File: config.mk
export PLATFORM = sky130hd
export DESIGN_NAME = gsr_front
export DESIGN_NICKNAME = d
export VERILOG_FILES = /design/src/sv/graph_scatter_reduce_unit_assert.svh /design/src/sv/gsr_pkg.sv /design/src/sv/gsr_front.sv
export SDC_FILE = /design/constraint.sdc
export NUM_CORES = 1
export LEC_CHECK = 0
export BUFFER_PORTS_ARGS = -buffer_cell sky130_fd_sc_hd__clkbuf_2
export CELL_PAD_IN_SITES_DETAIL_PLACEMENT = 1
export CELL_PAD_IN_SITES_GLOBAL_PLACEMENT = 1
export CORE_ASPECT_RATIO = 1.75
export CORE_UTILIZATION = 44
export DETAILED_ROUTE_END_ITERATION = 16
export GPL_ROUTABILITY_DRIVEN = 0
export PLACE_DENSITY = 0.81
export RECOVER_POWER = 100
export SYNTH_ARGS = -nofsm -noshare
export SYNTH_HDL_FRONTEND = slang
export SYNTH_SLANG_ARGS = --single-unit
File: constraint.sdc
create_clock -name clk_i -period 10.4 [get_ports clk_i]
set_input_delay 3.12 -clock clk_i [delete_from_list [all_inputs] [get_ports clk_i]]
set_output_delay 3.12 -clock clk_i [all_outputs]
set_load 0.005 [all_outputs]
File: src/sv/graph_scatter_reduce_unit_assert.svh
`ifndef GRAPH_SCATTER_REDUCE_UNIT_ASSERT_SVH
`define GRAPH_SCATTER_REDUCE_UNIT_ASSERT_SVH

// Checks a property on the rising clock edge outside reset.
`define GSR_ASSERT(lbl, prop, msg) \
  lbl: assert property (@(posedge clk_i) disable iff (!rst_ni) prop) else $error(msg);

// Checks a property on every rising clock edge, reset included.
`define GSR_ASSERT_ALWAYS(lbl, prop, msg) \
  lbl: assert property (@(posedge clk_i) prop) else $error(msg);

`endif

File: src/sv/gsr_pkg.sv
package gsr_pkg;

  localparam int unsigned IN_LANES  = 4;
  localparam int unsigned NODE_W    = 10;
  localparam int unsigned LANE_W    = 32;
  localparam int unsigned COUNT_W   = 16;

  localparam logic [1:0] CMD_LOAD  = 2'd0;
  localparam logic [1:0] CMD_EDGE  = 2'd1;
  localparam logic [1:0] CMD_DRAIN = 2'd2;
  localparam logic [1:0] CMD_CLEAR = 2'd3;

  localparam logic [1:0] MODE_SUM  = 2'd0;
  localparam logic [1:0] MODE_MEAN = 2'd1;
  localparam logic [1:0] MODE_MIN  = 2'd2;
  localparam logic [1:0] MODE_MAX  = 2'd3;

  localparam logic [COUNT_W-1:0] COUNT_MAX = '1;

  typedef enum logic [2:0] {
    OP_LOAD,
    OP_EDGE,
    OP_DRAIN,
    OP_DRAIN_OOR,
    OP_CLEAR
  } op_e;

  typedef enum logic [2:0] {
    ST_IDLE,
    ST_EDGE_WR,
    ST_DRAIN_RD,
    ST_DIV_GO,
    ST_DIV_WAIT,
    ST_OUT,
    ST_CLEAR
  } back_state_e;

  typedef struct packed {
    logic [1:0]        cmd;
    logic [9:0]        src_node;
    logic [9:0]        dst_node;
    logic signed [31:0] lane0_in;
    logic signed [31:0] lane1_in;
    logic signed [31:0] lane2_in;
    logic signed [31:0] lane3_in;
  } in_word_t;

  typedef struct packed {
    logic [9:0]         row_node;
    logic signed [31:0] lane0_out;
    logic signed [31:0] lane1_out;
    logic signed [31:0] lane2_out;
    logic signed [31:0] lane3_out;
    logic [15:0]        edge_count;
  } out_word_t;

  typedef struct packed {
    op_e                                op;
    logic [NODE_W-1:0]                  src_node;
    logic [NODE_W-1:0]                  dst_node;
    logic [IN_LANES-1:0][LANE_W-1:0]    lanes;
  } q_entry_t;

endpackage

File: src/sv/gsr_front.sv
module gsr_front import gsr_pkg::*; #(
  parameter int unsigned NODES     = 1024,
  parameter int unsigned OUT_NODES = 1024
) (
  input  logic     clk_i,
  input  logic     rst_ni,
  input  logic     in_valid_i,
  output logic     in_stall_o,
  input  in_word_t in_word_i,
  output logic     q_valid_o,
  output q_entry_t q_head_o,
  input  logic     q_pop_i
);

  q_entry_t   entry_q [2];
  logic       wr_ptr_q, wr_ptr_d;
  logic       rd_ptr_q, rd_ptr_d;
  logic [1:0] count_q, count_d;
  logic       src_ok, dst_ok, keep, push, pop;
  q_entry_t   cls;

  assign src_ok = 32'(in_word_i.src_node) < NODES;
  assign dst_ok = 32'(in_word_i.dst_node) < OUT_NODES;

  always_comb begin
    cls.src_node = in_word_i.src_node;
    cls.dst_node = in_word_i.dst_node;
    cls.lanes    = {in_word_i.lane3_in, in_word_i.lane2_in,
                    in_word_i.lane1_in, in_word_i.lane0_in};
    cls.op       = OP_CLEAR;
    keep         = 1'b1;
    case (in_word_i.cmd)
      CMD_LOAD: begin
        cls.op = OP_LOAD;
        keep   = src_ok;
      end
      CMD_EDGE: begin
        cls.op = OP_EDGE;
        keep   = src_ok && dst_ok;
      end
      CMD_DRAIN: begin
        cls.op = dst_ok ? OP_DRAIN : OP_DRAIN_OOR;
      end
      default: begin
        cls.op = OP_CLEAR;
      end
    endcase
  end

  assign in_stall_o = (count_q == 2'd2);
  assign push       = in_valid_i && !in_stall_o && keep;
  assign pop        = q_pop_i && (count_q != 2'd0);
  assign q_valid_o  = (count_q != 2'd0);
  assign q_head_o   = entry_q[rd_ptr_q];

  always_comb begin
    wr_ptr_d = push ? !wr_ptr_q : wr_ptr_q;
    rd_ptr_d = pop ? !rd_ptr_q : rd_ptr_q;
    count_d  = count_q + 2'(push) - 2'(pop);
  end

  always_ff @(posedge clk_i or negedge rst_ni) begin
    if (!rst_ni) begin
      wr_ptr_q <= 1'b0;
      rd_ptr_q <= 1'b0;
      count_q  <= 2'd0;
    end else begin
      wr_ptr_q <= wr_ptr_d;
      rd_ptr_q <= rd_ptr_d;
      count_q  <= count_d;
    end
  end

  always_ff @(posedge clk_i) begin
    if (push) begin
      entry_q[wr_ptr_q] <= cls;
    end
  end

endmodule

==> impl_results.md <==
- CP startpoint: in_valid_i
- CP bufs+invs: 2
- CTS buffer count: 28
- PortBufs: 306
- Syn Area/Cell: between 20 and 25 um^2
- TritonRoute pass-1 iters: 4
- Slew Limit Fails: 355
- Worst EP required: roughly 10000 ps
- Crit path capture type: flip-flop
- Global-route wire length before repair: between 30000 and 40000 um
- Failing checks: capacitance limit, slew limit
- Vias per cell: about 5
- Startpoint types: primary input
- Clock-pin transition on the worst setup and hold timing paths: roughly 70 ps
- Initial Util: between 40% and 50%
- Core footprint: 25400 um^2
- Synthesized netlist cell count: ~500
- Hold Crit Start: wr_ptr_q
- Most frequent CP cell: clkbuf_1
- Post-synthesis sequential area ratio: roughly four fifths
- Routed length per instance: about 21 um
- Final clock skew: 13.8 ps
- Largest net degree at the start of global routing: 91
- Hold path depth: 1
- Mapped Nets: 647
- Final Cell Area: around 14000 um^2
- Clk_lat worst skew: roughly 540 ps
- Relative slew slack: -181%
- Via count: 5768
- Drt drc: 0
- CP peak stage delay: between 3000 and 4000 ps
- Worst R2R Setup Slack: ~5000 ps
- CTS H-tree depth: 1
- Synth Warn #: 0
- Net count reported at finish: around 970
- Reg2Reg Depth: 4
- Fmax: around 0.13 GHz
- Final wirelength: 24000 um
- Commonest non-fill, non-tap cell in the layout: edfxtp_1
- Clk buf depth: 3
- Crit path DAT: approximately 7600 ps
- Reg-to-Reg Start: count_q[1]
- Final hold viol count: 0
- WS Path Type: in2reg
- RSZ-0062 raised after global routing: no
- Setup TNS: 0 ps
- Global route total overflow: 0
- Slew @ Worst Pin: about 4200 ps
- DRT antenna net count: 0
- Die Wd: between 100 and 150 um
- Die Y: about 220 um
- CTS tree: done
- Synth Cell Area: roughly 11000 um^2
- CP top delay family: buffers and inverters
- Post-synthesis cell type count: 17
- Vias in the first global route: ~6500
- Layout fillers: ~2500
- Tmin final: 7560 ps
- Fin util: 53.7%
- FF+latch count, synth: around 310
- R2R Path End: entry_q[0][120]
- Worst Hold Class: reg2reg
- Max_cap viols: 6
- Post-DP HPWL: 16900 um
- Hold Path Sink: wr_ptr_q
- Initial DRC Count: between 200 and 250
- CP cell instances: clkbuf_1 -> nand2_1 -> nor2_1 -> clkbuf_1
- IO Count: just over 300
- Global Route Usage Sum: between 10% and 20%
- # rows: 77
- Post-CTS repair timing setup buffer count: 0
- Placed instance area: roughly 13000 um^2
- Root Buffer: clkbuf_16
- Die Area: about 27000 um^2
- CP max stage cell: clkbuf_1
- Pleak: about 4.8 nW
- Power density cells: ~280 nW/um^2
- Initial antenna violation count: 9
- # hold bufs at CTS: 0
- Layout cells sized above 1: between 30 and 40%
- Highest-count cells in the layout ignoring fill and taps: 302 x edfxtp_1, 176 x clkbuf_1, 142 x clkbuf_2, 80 x mux2_1, 69 x mux2_2
- Status: finished with violations
- Post-CTS sizing: 0
- Maximum VDD drop: 0.184 mV
- Clock sink count: 306
- Tcrit/Tclk final: between 70% and 80%
- Worst Path Max Fanout: 75
- Final setup violation count: 0
- Area Overhead vs Synth: 19.4%
## kinds of logic after synthesis
kind of cell / count (synthesis) / synth area share, %
buf+inv: 19 / 1.36
mux: 151 / 17.5
fa+ha+maj: 2 / 0.219
flops: 306 / 80.2
xor+xnor: 4 / 0.306
simple gates: 9 / 0.449
## how the worst max path moves through the flow
stage | end | slack [ps] | cells after the start
final | entry_q[0][120] | 2840 | 4
after global routing | entry_q[0][68] | 2270 | 4
after CTS | q_head_o[8] | 4420 | 3
after detailed placement | q_head_o[8] | 5010 | 3
after global placement | q_head_o[3] | 5020 | 3
after floorplan | entry_q[0][0] | 250 | 2
## cell type report
class / count / area (um^2) / share of cell area, %
antenna: 6 / 15.0 / 0.110
clock buffer: 37 / 756 / 5.53
clock inverter: 12 / 131 / 0.962
inverter: 2 / 7.51 / 0.0550
multi-input combinational: 166 / 1820 / 13.3
sequential: 306 / 9170 / 67.1
tap: 316 / 395 / 2.90
timing repair buffer: 311 / 1360 / 9.97
## state kept, by name (all words and copies together), names as in the netlist
signal / cells
rd_ptr_q: 1
count_q: 2
entry_q: 302
wr_ptr_q: 1
## worst reg2reg max path, cell delays in order (launching register included)
cell,delay [ps]
dfrtp_1,410
nand2b_1,130
nand2_1,120
nor2_1,1190
clkbuf_1,3030
## cells in the mapped netlist
cell type	number	share of area, %
or2_2	1	0.055
xor2_1	1	0.077
inv_1	2	0.066
ha_1	2	0.22
nand2_1	1	0.033
nor2b_1	2	0.11
and3_1	1	0.055
mux2_4	80	11
edfxtp_1	302	79
dfrtp_1	4	0.88
nor2_1	1	0.033
buf_2	7	0.31
and2_1	2	0.11
xnor2_1	3	0.23
buf_6	10	0.98
mux2_2	71	7.0
nand2b_1	1	0.055
## layer usage
metal	routed length [um]	track usage, %
met5	69	0
met1	8120	16.7
met4	1190	9.32
met2	12900	33.1
met3	1760	5.33
## power by group
part | switching [mW] | total [mW] | internal (mW)
clock network | 0.419 | 1.00 | 0.582
registers | 0.113 | 1.83 | 1.72
logic | 0.503 | 0.933 | 0.429
## per-stage QoR
| step | std cells | hold slack, ps | setup WS (ps) | power [mW] |
|---|---|---|---|---|
| floorplan | 491 | 460 | 254 | 2.56 |
| global placement | 1101 | 478 | 5020 | 2.93 |
| detailed placement | 1101 | 496 | 5010 | 2.97 |
| CTS | 1150 | 509 | 4420 | 3.98 |
| global route | 1154 | 512 | 2270 | 3.95 |
| finish | 1156 | 499 | 2840 | 3.77 |
(Power assumes the default switching activity.)
